### src/hdl/srcp_pkg.sv
// ----------------------------------------------------------------------------
// srcp_pkg
// shared types and constants of the serial register command parser
// ----------------------------------------------------------------------------
`default_nettype none

package srcp_pkg;

  localparam int NUM_REGS_DEF    = 16;
  localparam int QUEUE_DEPTH_DEF = 16;

  localparam logic [15:0] RATE_CODE_RST = 16'd1152;

  // finished command from the parser
  typedef struct packed {
    logic        vld;
    logic        is_write;
    logic [7:0]  addr;
    logic [15:0] value;
  } enq_t;

  // command queue entry
  typedef struct packed {
    logic       is_write;
    logic [7:0] addr;
  } qent_t;

endpackage

`default_nettype wire

### src/hdl/srcp_channels.sv
// ----------------------------------------------------------------------------
// srcp channels
// valid/ready channels of the command parser: input, result, configuration
// ----------------------------------------------------------------------------
`default_nettype none

interface srcp_in_if;
  logic       valid;
  logic       ready;
  logic       cmd;
  logic [7:0] rx_byte;
  modport source (output valid, cmd, rx_byte, input ready);
  modport sink   (input valid, cmd, rx_byte, output ready);
endinterface

interface srcp_out_if;
  logic        valid;
  logic        ready;
  logic [7:0]  reg_index;
  logic [15:0] reg_value;
  logic        was_write;
  logic        rate_update;
  logic        addr_error;
  modport source (output valid, reg_index, reg_value, was_write, rate_update, addr_error,
                  input ready);
  modport sink   (input valid, reg_index, reg_value, was_write, rate_update, addr_error,
                  output ready);
endinterface

interface srcp_cfg_if;
  logic        valid;
  logic        ready;
  logic [15:0] default_rate_code;
  modport source (output valid, default_rate_code, input ready);
  modport sink   (input valid, default_rate_code, output ready);
endinterface

`default_nettype wire

### src/hdl/serial_register_command_parser_core.sv
// ----------------------------------------------------------------------------
// serial_register_command_parser_core
// ascii register command parser with command queue and shadow/live registers
// ----------------------------------------------------------------------------
// Takes one input transfer per cycle: a received byte (cmd 0) or a service
// request (cmd 1). Bytes are parsed in the cycle they are taken; a finished
// command enters the queue, if not full, in that same cycle, and a write to a
// valid address also writes the shadow register file. A service request on a
// non-empty queue gives its result transfer through queue ram read, register
// file read and result register. Consecutive service requests stream at one
// per cycle, a live register written by one pop being forwarded to the next.
// in_ready drops only while the result register and the register file stage
// are both held by a stalled result. Configuration transfers are always taken.
`default_nettype none

module serial_register_command_parser_core #(
  parameter int NUM_REGS    = srcp_pkg::NUM_REGS_DEF,
  parameter int QUEUE_DEPTH = srcp_pkg::QUEUE_DEPTH_DEF
) (
  input  wire logic   clk,
  input  wire logic   rst_n,
  srcp_in_if.sink     in_ch,
  srcp_out_if.source  out_ch,
  srcp_cfg_if.sink    cfg_ch
);

  import srcp_pkg::*;

  localparam int QAW  = (QUEUE_DEPTH > 1) ? $clog2(QUEUE_DEPTH) : 1;
  localparam int CNTW = $clog2(QUEUE_DEPTH + 1);

  logic            advance, in_acc, pop_go, enq_go, s1_vld_r;
  logic [QAW-1:0]  head_r, head_nxt, tail_r, tail_nxt;
  logic [CNTW-1:0] count_r, count_nxt;
  enq_t            enq;
  qent_t           q_wdata, q_rdata;

  assign in_ch.ready  = advance;
  assign cfg_ch.ready = 1'b1;
  assign in_acc       = in_ch.valid && advance;

  srcp_parser u_parser (
    .clk      (clk),
    .rst_n    (rst_n),
    .byte_vld (in_acc && !in_ch.cmd),
    .rx_byte  (in_ch.rx_byte),
    .enq      (enq)
  );

  assign pop_go = in_acc && in_ch.cmd && (count_r != '0);
  assign enq_go = enq.vld && (count_r < CNTW'(QUEUE_DEPTH));

  assign q_wdata.is_write = enq.is_write;
  assign q_wdata.addr     = enq.addr;

  srcp_ram #(.WIDTH($bits(qent_t)), .DEPTH(QUEUE_DEPTH)) u_queue (
    .clk   (clk),
    .we    (enq_go),
    .waddr (tail_r),
    .wdata (q_wdata),
    .re    (advance),
    .raddr (head_r),
    .rdata (q_rdata)
  );

  always_comb begin
    head_nxt  = head_r;
    tail_nxt  = tail_r;
    count_nxt = count_r;
    if (pop_go) begin
      head_nxt  = (head_r == QAW'(QUEUE_DEPTH - 1)) ? '0 : head_r + 1'b1;
      count_nxt = count_r - 1'b1;
    end
    if (enq_go) begin
      tail_nxt  = (tail_r == QAW'(QUEUE_DEPTH - 1)) ? '0 : tail_r + 1'b1;
      count_nxt = count_r + 1'b1;
    end
  end

  always_ff @(posedge clk) begin
    if (!rst_n) begin
      head_r   <= '0;
      tail_r   <= '0;
      count_r  <= '0;
      s1_vld_r <= 1'b0;
    end else begin
      head_r  <= head_nxt;
      tail_r  <= tail_nxt;
      count_r <= count_nxt;
      if (advance) begin
        s1_vld_r <= pop_go;
      end
    end
  end

  srcp_service #(.NUM_REGS(NUM_REGS)) u_service (
    .clk      (clk),
    .rst_n    (rst_n),
    .s1_vld   (s1_vld_r),
    .s1_ent   (q_rdata),
    .enq      (enq),
    .cfg_wr   (cfg_ch.valid),
    .cfg_data (cfg_ch.default_rate_code),
    .advance  (advance),
    .out_ch   (out_ch)
  );

endmodule

`default_nettype wire

### src/hdl/srcp_ram.sv
// ----------------------------------------------------------------------------
// srcp_ram
// generic single write port ram with registered read, read before write
// ----------------------------------------------------------------------------
`default_nettype none

module srcp_ram #(
  parameter int WIDTH = 16,
  parameter int DEPTH = 16,
  localparam int AW   = (DEPTH > 1) ? $clog2(DEPTH) : 1
) (
  input  wire logic             clk,
  input  wire logic             we,
  input  wire logic [AW-1:0]    waddr,
  input  wire logic [WIDTH-1:0] wdata,
  input  wire logic             re,
  input  wire logic [AW-1:0]    raddr,
  output logic      [WIDTH-1:0] rdata
);

  logic [WIDTH-1:0] mem [DEPTH];

  always_ff @(posedge clk) begin
    if (we) begin
      mem[waddr] <= wdata;
    end
    if (re) begin
      rdata <= mem[raddr];
    end
  end

endmodule

`default_nettype wire

### src/hdl/srcp_parser.sv
// ----------------------------------------------------------------------------
// srcp_parser
// byte level command parser with address and value accumulators
// ----------------------------------------------------------------------------
`default_nettype none

module srcp_parser (
  input  wire logic          clk,
  input  wire logic          rst_n,
  input  wire logic          byte_vld,
  input  wire logic [7:0]    rx_byte,
  output srcp_pkg::enq_t     enq
);

  import srcp_pkg::*;

  localparam logic [2:0] PH_IDLE = 3'd0;
  localparam logic [2:0] PH_ADDR = 3'd1;
  localparam logic [2:0] PH_EQ   = 3'd2;
  localparam logic [2:0] PH_DEC  = 3'd3;
  localparam logic [2:0] PH_HEX  = 3'd4;

  localparam logic [7:0] CH_LBRACK = 8'h5B;
  localparam logic [7:0] CH_RBRACK = 8'h5D;
  localparam logic [7:0] CH_EQ     = 8'h3D;
  localparam logic [7:0] CH_QUERY  = 8'h3F;
  localparam logic [7:0] CH_DOT    = 8'h2E;
  localparam logic [7:0] CH_0      = 8'h30;
  localparam logic [7:0] CH_9      = 8'h39;
  localparam logic [7:0] CH_UA     = 8'h41;
  localparam logic [7:0] CH_UF     = 8'h46;
  localparam logic [7:0] CH_LA     = 8'h61;
  localparam logic [7:0] CH_LF     = 8'h66;
  localparam logic [7:0] CH_UX     = 8'h58;
  localparam logic [7:0] CH_LX     = 8'h78;

  logic [2:0]  phase_r, phase_nxt;
  logic [7:0]  addr_r, addr_nxt;
  logic [15:0] val_r, val_nxt;
  logic        is_dec, is_hexl;
  logic [3:0]  nib;

  always_comb begin
    is_dec  = rx_byte inside {[CH_0:CH_9]};
    is_hexl = rx_byte inside {[CH_UA:CH_UF], [CH_LA:CH_LF]};
    nib     = is_hexl ? (rx_byte[3:0] + 4'd9) : rx_byte[3:0];
  end

  always_comb begin
    phase_nxt    = phase_r;
    addr_nxt     = addr_r;
    val_nxt      = val_r;
    enq.vld      = 1'b0;
    enq.is_write = 1'b0;
    enq.addr     = addr_r;
    enq.value    = val_r;
    if (byte_vld) begin
      case (phase_r)
        PH_ADDR: begin
          if (rx_byte == CH_RBRACK) begin
            phase_nxt = PH_EQ;
          end else if (is_dec) begin
            addr_nxt = 8'(addr_r * 8'd10) + {4'd0, rx_byte[3:0]};
          end else if (rx_byte == CH_LBRACK) begin
            phase_nxt = PH_ADDR;
            addr_nxt  = '0;
          end else begin
            phase_nxt = PH_IDLE;
          end
        end
        PH_EQ: begin
          if (rx_byte == CH_EQ) begin
            phase_nxt = PH_DEC;
            val_nxt   = '0;
          end else if (rx_byte == CH_LBRACK) begin
            phase_nxt = PH_ADDR;
            addr_nxt  = '0;
          end else begin
            phase_nxt = PH_IDLE;
          end
        end
        PH_DEC: begin
          if (rx_byte == CH_QUERY) begin
            enq.vld   = 1'b1;
            phase_nxt = PH_IDLE;
          end else if (rx_byte == CH_LBRACK) begin
            phase_nxt = PH_ADDR;
            addr_nxt  = '0;
          end else if (rx_byte == CH_LX || rx_byte == CH_UX) begin
            phase_nxt = PH_HEX;
            val_nxt   = '0;
          end else if (is_dec) begin
            val_nxt = 16'(val_r * 16'd10) + {12'd0, rx_byte[3:0]};
          end else if (rx_byte == CH_DOT) begin
            enq.vld      = 1'b1;
            enq.is_write = 1'b1;
            phase_nxt    = PH_IDLE;
          end else begin
            phase_nxt = PH_IDLE;
          end
        end
        PH_HEX: begin
          if (rx_byte == CH_QUERY) begin
            enq.vld   = 1'b1;
            phase_nxt = PH_IDLE;
          end else if (rx_byte == CH_LBRACK) begin
            phase_nxt = PH_ADDR;
            addr_nxt  = '0;
          end else if (is_dec || is_hexl) begin
            val_nxt = {val_r[11:0], nib};
          end else if (rx_byte == CH_DOT) begin
            enq.vld      = 1'b1;
            enq.is_write = 1'b1;
            phase_nxt    = PH_IDLE;
          end else begin
            phase_nxt = PH_IDLE;
          end
        end
        default: begin
          if (rx_byte == CH_LBRACK) begin
            phase_nxt = PH_ADDR;
            addr_nxt  = '0;
          end else begin
            phase_nxt = PH_IDLE;
          end
        end
      endcase
    end
  end

  always_ff @(posedge clk) begin
    if (!rst_n) begin
      phase_r <= PH_IDLE;
      addr_r  <= '0;
      val_r   <= '0;
    end else begin
      phase_r <= phase_nxt;
      addr_r  <= addr_nxt;
      val_r   <= val_nxt;
    end
  end

endmodule

`default_nettype wire

### src/hdl/srcp_service.sv
// ----------------------------------------------------------------------------
// srcp_service
// shadow and live register files and the service pipeline with result register
// ----------------------------------------------------------------------------
`default_nettype none

module srcp_service #(
  parameter int NUM_REGS = srcp_pkg::NUM_REGS_DEF
) (
  input  wire logic            clk,
  input  wire logic            rst_n,
  input  wire logic            s1_vld,
  input  wire srcp_pkg::qent_t s1_ent,
  input  wire srcp_pkg::enq_t  enq,
  input  wire logic            cfg_wr,
  input  wire logic [15:0]     cfg_data,
  output logic                 advance,
  srcp_out_if.source           out_ch
);

  import srcp_pkg::*;

  localparam int IDXW = (NUM_REGS > 1) ? $clog2(NUM_REGS) : 1;

  logic [15:0]         rate_code_r;
  logic [NUM_REGS-1:0] sh_vld_r, lv_vld_r;

  logic            s2_vld_r, s2_wr_r, s2_ok_r, s2_shv_r, s2_lvv_r, s2_fwd_r;
  logic [7:0]      s2_addr_r;
  logic [15:0]     s2_fwd_val_r;
  logic [IDXW-1:0] s2_idx, s1_idx, enq_idx;
  logic            s1_ok, enq_ok, sh_we, lv_we, s2_leave, fwd;
  logic [15:0]     sh_rd, lv_rd, sh_val, lv_base, lv_val, s2_val;

  logic        out_vld_r;
  logic [7:0]  out_idx_r;
  logic [15:0] out_val_r;
  logic        out_wr_r, out_rate_r, out_err_r;

  assign s1_ok   = {1'b0, s1_ent.addr} < 9'(NUM_REGS);
  assign s1_idx  = s1_ent.addr[IDXW-1:0];
  assign enq_ok  = {1'b0, enq.addr} < 9'(NUM_REGS);
  assign enq_idx = enq.addr[IDXW-1:0];
  assign s2_idx  = s2_addr_r[IDXW-1:0];

  assign advance  = !s2_vld_r || !out_vld_r || out_ch.ready;
  assign s2_leave = s2_vld_r && advance;
  assign sh_we    = enq.vld && enq.is_write && enq_ok;
  assign lv_we    = s2_leave && s2_wr_r && s2_ok_r;
  assign fwd      = s2_vld_r && s2_wr_r && s2_ok_r && (s2_idx == s1_idx);

  srcp_ram #(.WIDTH(16), .DEPTH(NUM_REGS)) u_shadow (
    .clk   (clk),
    .we    (sh_we),
    .waddr (enq_idx),
    .wdata (enq.value),
    .re    (advance),
    .raddr (s1_idx),
    .rdata (sh_rd)
  );

  srcp_ram #(.WIDTH(16), .DEPTH(NUM_REGS)) u_live (
    .clk   (clk),
    .we    (lv_we),
    .waddr (s2_idx),
    .wdata (s2_val),
    .re    (advance),
    .raddr (s1_idx),
    .rdata (lv_rd)
  );

  always_comb begin
    sh_val  = s2_shv_r ? sh_rd : '0;
    lv_base = s2_lvv_r ? lv_rd : ((s2_idx == '0) ? rate_code_r : '0);
    lv_val  = s2_fwd_r ? s2_fwd_val_r : lv_base;
    if (!s2_ok_r) begin
      s2_val = '0;
    end else if (s2_wr_r) begin
      s2_val = sh_val;
    end else begin
      s2_val = lv_val;
    end
  end

  always_ff @(posedge clk) begin
    if (!rst_n) begin
      rate_code_r <= RATE_CODE_RST;
      sh_vld_r    <= '0;
      lv_vld_r    <= '0;
      s2_vld_r    <= 1'b0;
      out_vld_r   <= 1'b0;
    end else begin
      if (cfg_wr) begin
        rate_code_r <= cfg_data;
        lv_vld_r[0] <= 1'b0;
      end
      if (sh_we) begin
        sh_vld_r[enq_idx] <= 1'b1;
      end
      if (lv_we) begin
        lv_vld_r[s2_idx] <= 1'b1;
      end
      if (advance) begin
        s2_vld_r <= s1_vld;
      end
      if (s2_leave) begin
        out_vld_r <= 1'b1;
      end else if (out_ch.ready) begin
        out_vld_r <= 1'b0;
      end
    end
  end

  // stage two payload, read data valid flags, forwarded live write and result register
  always_ff @(posedge clk) begin
    if (advance) begin
      s2_addr_r    <= s1_ent.addr;
      s2_wr_r      <= s1_ent.is_write;
      s2_ok_r      <= s1_ok;
      s2_shv_r     <= sh_vld_r[s1_idx];
      s2_lvv_r     <= lv_vld_r[s1_idx];
      s2_fwd_r     <= fwd;
      s2_fwd_val_r <= s2_val;
    end
    if (s2_leave) begin
      out_idx_r  <= s2_addr_r;
      out_val_r  <= s2_val;
      out_wr_r   <= s2_wr_r;
      out_rate_r <= s2_wr_r && s2_ok_r && (s2_idx == '0);
      out_err_r  <= !s2_ok_r;
    end
  end

  assign out_ch.valid       = out_vld_r;
  assign out_ch.reg_index   = out_idx_r;
  assign out_ch.reg_value   = out_val_r;
  assign out_ch.was_write   = out_wr_r;
  assign out_ch.rate_update = out_rate_r;
  assign out_ch.addr_error  = out_err_r;

endmodule

`default_nettype wire

### src/flat_wrapper.sv
// flat-port wrapper written by rule: the top's interface ports become plain ports
module serial_register_command_parser_core_flat import srcp_pkg::*;
#(
  parameter int NUM_REGS    = srcp_pkg::NUM_REGS_DEF,
  parameter int QUEUE_DEPTH = srcp_pkg::QUEUE_DEPTH_DEF
)
  (clk, rst_n, in_ch_valid, in_ch_cmd, in_ch_rx_byte, in_ch_ready, out_ch_valid, out_ch_reg_index, out_ch_reg_value, out_ch_was_write, out_ch_rate_update, out_ch_addr_error, out_ch_ready, cfg_ch_valid, cfg_ch_default_rate_code, cfg_ch_ready);
  srcp_in_if in_ch_i ();
  srcp_out_if out_ch_i ();
  srcp_cfg_if cfg_ch_i ();
  input  wire logic clk;
  input  wire logic rst_n;
  input wire logic [$bits(in_ch_i.valid)-1:0] in_ch_valid;
  input wire logic [$bits(in_ch_i.cmd)-1:0] in_ch_cmd;
  input wire logic [$bits(in_ch_i.rx_byte)-1:0] in_ch_rx_byte;
  output wire logic [$bits(in_ch_i.ready)-1:0] in_ch_ready;
  output wire logic [$bits(out_ch_i.valid)-1:0] out_ch_valid;
  output wire logic [$bits(out_ch_i.reg_index)-1:0] out_ch_reg_index;
  output wire logic [$bits(out_ch_i.reg_value)-1:0] out_ch_reg_value;
  output wire logic [$bits(out_ch_i.was_write)-1:0] out_ch_was_write;
  output wire logic [$bits(out_ch_i.rate_update)-1:0] out_ch_rate_update;
  output wire logic [$bits(out_ch_i.addr_error)-1:0] out_ch_addr_error;
  input wire logic [$bits(out_ch_i.ready)-1:0] out_ch_ready;
  input wire logic [$bits(cfg_ch_i.valid)-1:0] cfg_ch_valid;
  input wire logic [$bits(cfg_ch_i.default_rate_code)-1:0] cfg_ch_default_rate_code;
  output wire logic [$bits(cfg_ch_i.ready)-1:0] cfg_ch_ready;
  assign in_ch_i.valid = in_ch_valid;
  assign in_ch_i.cmd = in_ch_cmd;
  assign in_ch_i.rx_byte = in_ch_rx_byte;
  assign in_ch_ready = in_ch_i.ready;
  assign out_ch_valid = out_ch_i.valid;
  assign out_ch_reg_index = out_ch_i.reg_index;
  assign out_ch_reg_value = out_ch_i.reg_value;
  assign out_ch_was_write = out_ch_i.was_write;
  assign out_ch_rate_update = out_ch_i.rate_update;
  assign out_ch_addr_error = out_ch_i.addr_error;
  assign out_ch_i.ready = out_ch_ready;
  assign cfg_ch_i.valid = cfg_ch_valid;
  assign cfg_ch_i.default_rate_code = cfg_ch_default_rate_code;
  assign cfg_ch_ready = cfg_ch_i.ready;
  serial_register_command_parser_core #(.NUM_REGS(NUM_REGS), .QUEUE_DEPTH(QUEUE_DEPTH)) u_core (.clk(clk), .rst_n(rst_n), .in_ch(in_ch_i), .out_ch(out_ch_i), .cfg_ch(cfg_ch_i));
endmodule
### config.mk
export PLATFORM = sky130hd
export DESIGN_NAME = serial_register_command_parser_core_flat
export DESIGN_NICKNAME = d
export VERILOG_FILES = /design/src/hdl/srcp_pkg.sv /design/src/hdl/srcp_channels.sv /design/src/hdl/serial_register_command_parser_core.sv /design/src/hdl/srcp_ram.sv /design/src/hdl/srcp_parser.sv /design/src/hdl/srcp_service.sv /design/src/flat_wrapper.sv
export SDC_FILE = /design/constraint.sdc
export NUM_CORES = 1
export LEC_CHECK = 0
export BUFFER_PORTS_ARGS = -buffer_cell sky130_fd_sc_hd__clkbuf_2
export CORE_MARGIN = 2
export CORE_UTILIZATION = 25
export CTS_CLUSTER_DIAMETER = 120
export DETAILED_ROUTE_END_ITERATION = 8
export PLACE_DENSITY = 0.41
export SLEW_MARGIN = 25
export SYNTH_ARGS = -nofsm -noshare
export SYNTH_HDL_FRONTEND = slang
export SYNTH_SLANG_ARGS = --single-unit
### constraint.sdc
create_clock -name clk -period 10.1 [get_ports clk]
set_input_delay 2.02 -clock clk [delete_from_list [all_inputs] [get_ports clk]]
set_output_delay 2.02 -clock clk [all_outputs]
set_load 0.01 [all_outputs]
==> results.yml <==
timing:
  holdWs_ns: 0.418
  worst_pin_slew_ns: 1.11
  hold_viol: 0
  clock.fmax_mhz: 204
  grt_setup_unrepaired: "false"
  slew_headroom_pct: 25.6
  finalSetupTns_ns: 0
  finalCritPeriodShare_pct: 48.5
  post-route-min-period_ns: 4.90
  skew_ns: 0.0307
  setup_viol_count_final: 0
  drv_slew: 0
floorplanning:
  die_h_um: 371
  ioPinCount: 60
  dieArea_um2: 138000
  row_count: 134
  core_area_um2: 134000
  fp.dieW_um: 371
  start_util_pct: 25.2
finish:
  final_layout_size_suffix_gt1_share_pct: 27.1
  mostFrequentLayoutCell: "edfxtp_1"
  multiInputGateArea_um2: 9110
  num-nets-final: 1985
  n_antenna_cell: 0
  final_util_pct: 29.7
  fillers: 13041
  layout_common_cells: "edfxtp_1, mux4_2, nor2_1"
  seq_area_um2: 24400
  syn_to_final_growth_pct: 17.7
  final_cell_count_no_fill: 3746
yosys:
  yosysUniqueCellTypes: 66
  syn_inst: 1795
  netlist_area_um2: 33700
  ys_seq_elements: 844
  async_flop_share_pct: 0
  synthMuxAreaShare_pct: 15.1
  synth_top_area_share_pct: 67.1
  ys_top_cells_by_area: "edfxtp_1, mux4_2, dfxtp_1"
  synth_top_family_by_area: "multiplexers"
  synth_area_per_cell_um2: 18.8
  yosys.area_share.xor_xnor_pct: 0.988
  synth_fa_ha_area_share_pct: 2.12
  yosysWarnings: 0
  yosysSeqAreaShare_pct: 72.5
  synth_top_area_cell: "edfxtp_1"
  synth_compound_area_share_pct: 3.47
  synthSimpleGateAreaFrac_pct: 4.46
  syn_nets: 1879
  synth-edff-count: 753
  ys.flop_type: "edfxtp_1"
placement:
  gp_congestion: 0.778
  io_buffers: 58
  placed_cells: 3574
  hpwl_mm: 55.5
pwr:
  clockPowerShare_pct: 46.6
  ir_drop_mv: 0.121
  switching_power_mw: 1.55
  swShare_pct: 20.6
  power_frac_comb_pct: 2.8
  p_int_mw: 5.97
  p_seq_share_pct: 50.6
  leakagePower_nw: 13.2
  p_per_area_nw_per_um2: 190
global_route:
  grt_pass1_wl_mm: 126
  grt_max_degree: 139
  grt_pass1_vias: 17321
  gr-total-overflow: 0
  track_usage_pct: 12.7
  antenna_found_initial: 3
flow_run:
  max-cap-violations: 0
critical_path:
  arrival_ns: 2.88
  crit_path_max_incr_delay_ns: 0.26
  path_cells: "clkbuf_2 -> nand2b_1 -> nor2_1 -> inv_4 -> clkbuf_2"
  cp-end-kind: "primary output"
  setup.worst_path.class: "input pin to primary output"
  critical_path_required_ns: 8.08
  crit_top_cell: "clkbuf_2"
  start_kind: "input pin"
  cp_num_buf_inv: 3
  crit_start: "out_ch_ready"
  r2r-start: "u_core.u_parser.val_r[3]"
  crit_fanout: 7
  r2r_setup_slack_ns: 5.73
  crit_family: "buffers and inverters"
  cp_slowest_cell: "nor2_1"
cts:
  cts.clk_slew.worst_paths_ns: 0.06
  clkSinkCount: 844
  numCtsBuffers: 92
  cts_resized: 0
  postCtsSetupBuffers: 0
  hold_buffers: 0
  clk_path_buf_depth: 3
  htree_num_levels: 3
  root_buffer: "clkbuf_16"
  clock_latency_ns: 0.69
  tritoncts: "done"
detailed_routing:
  drt_iter0_markers: 1401
  ant_nets: 0
  drtPass1Iterations: 5
  vias: 16919
  viasPerCell: 4.52
  avgRoutedWirePerCell_um: 23.3
  drc: 0
  drt-total-wl_mm: 87.3
outcome:
  outcome: "completed"
hold_path:
  hp-start: "u_core.u_queue.rdata[8]"
  hold_path.class: "flip-flop to flip-flop"
## area by class of cell
type / instances / area share [%]
flip-flops and latches: 844 / 61.6
multi-input cells: 839 / 23.0
clock buffers: 118 / 6.26
well taps: 1768 / 5.58
clock inverters: 53 / 1.71
repair buffers: 100 / 1.60
inverters: 24 / 0.240
## flip-flops by register name (all words and copies together) (netlist names), 16 cells and up
name,count
u_core.u_service.sh_vld_r,16
u_core.u_service.out_ch.reg_value,16
u_core.u_service.u_live.mem,256
u_core.u_service.rate_code_r,16
u_core.u_queue.mem,144
u_core.u_parser.val_r,16
u_core.u_service.u_shadow.mem,256
u_core.u_service.s2_fwd_val_r,16
u_core.u_service.u_live.rdata,16
u_core.u_service.u_shadow.rdata,16
u_core.u_service.lv_vld_r,16
## routing by layer
| metal | global-route usage, % | routed length (um) | up-vias |
|---|---|---|---|
| met5 | 0 | 0 | - |
| met4 | 2.60 | 1280 | 0 |
| met3 | 2.61 | 3770 | 97 |
| met2 | 19.4 | 39600 | 344 |
| met1 | 18.7 | 42700 | 9031 |
| li1 | - | - | 7447 |
## cell usage after synthesis (4+ instances only)
library cell,n
xor2_1,14
xnor2_1,24
and3_1,5
a311oi_1,5
a211oi_1,4
buf_1,26
mux4_2,215
clkbuf_1,53
inv_1,22
nand2_1,39
nand3_1,7
dfxtp_1,91
buf_2,4
and2_1,4
nor4_1,5
nor2b_1,4
a21o_1,14
ha_1,49
a31oi_1,6
or2_2,5
a22oi_1,35
a21oi_1,55
edfxtp_1,753
or3_1,5
fa_1,5
nor3b_1,4
o21a_1,8
a211oi_2,7
nor3_1,23
o21ai_0,14
nor2_1,207
mux2i_1,23
nand2b_1,13
## path summary, 6_finish.rpt
check,to,depth (start not counted)
setup / recovery,in_ch_ready,5
hold / removal,u_core.u_service.s2_wr_r,0
setup reg to reg,u_core.u_parser.val_r[15],12
hold reg to reg,u_core.u_service.s2_wr_r,0
## logic make-up after synthesis
family          count (synthesis)
compound gates                170
fa+ha+maj                      54
buf+inv                       112
simple gates                  337
xor+xnor                       38
other cells                     1
mux                           239
flops                         844
## worst register-to-register path, cell delays in order, from the launching register on
cell	delay [ns]
dfxtp_1	0.95
ha_1	0.23
ha_1	0.19
inv_1	0.06
fa_1	0.43
nand2b_1	0.21
a2111oi_0	0.50
a311oi_1	0.14
nor4_1	0.41
nand4_1	0.21
nor3b_1	0.40
mux2_2	0.38
a41oi_1	0.18
## through the flow
step	worst slack (ns)	power, mW	cell area (um2)
finish	5.20	7.52	39700
global route	5.10	7.78	39700
CTS	5.16	7.62	39500
detailed placement	4.88	4.09	36400
global placement	4.94	4.09	36300
floorplan	3.24	4.03	33700
## power by group through the flow
stage          combinational [mW]  sequential (mW)  clock (mW)
3_5_place_dp                0.215             3.88           0
5_1_grt                     0.237             3.81        3.74
3_3_place_gp                0.212             3.88           0
6_report                    0.211             3.80        3.50
4_1_cts                     0.216             3.80        3.61
2_1_floorplan               0.163             3.86           0
No activity file was read; power rests on OpenSTA's default activity.
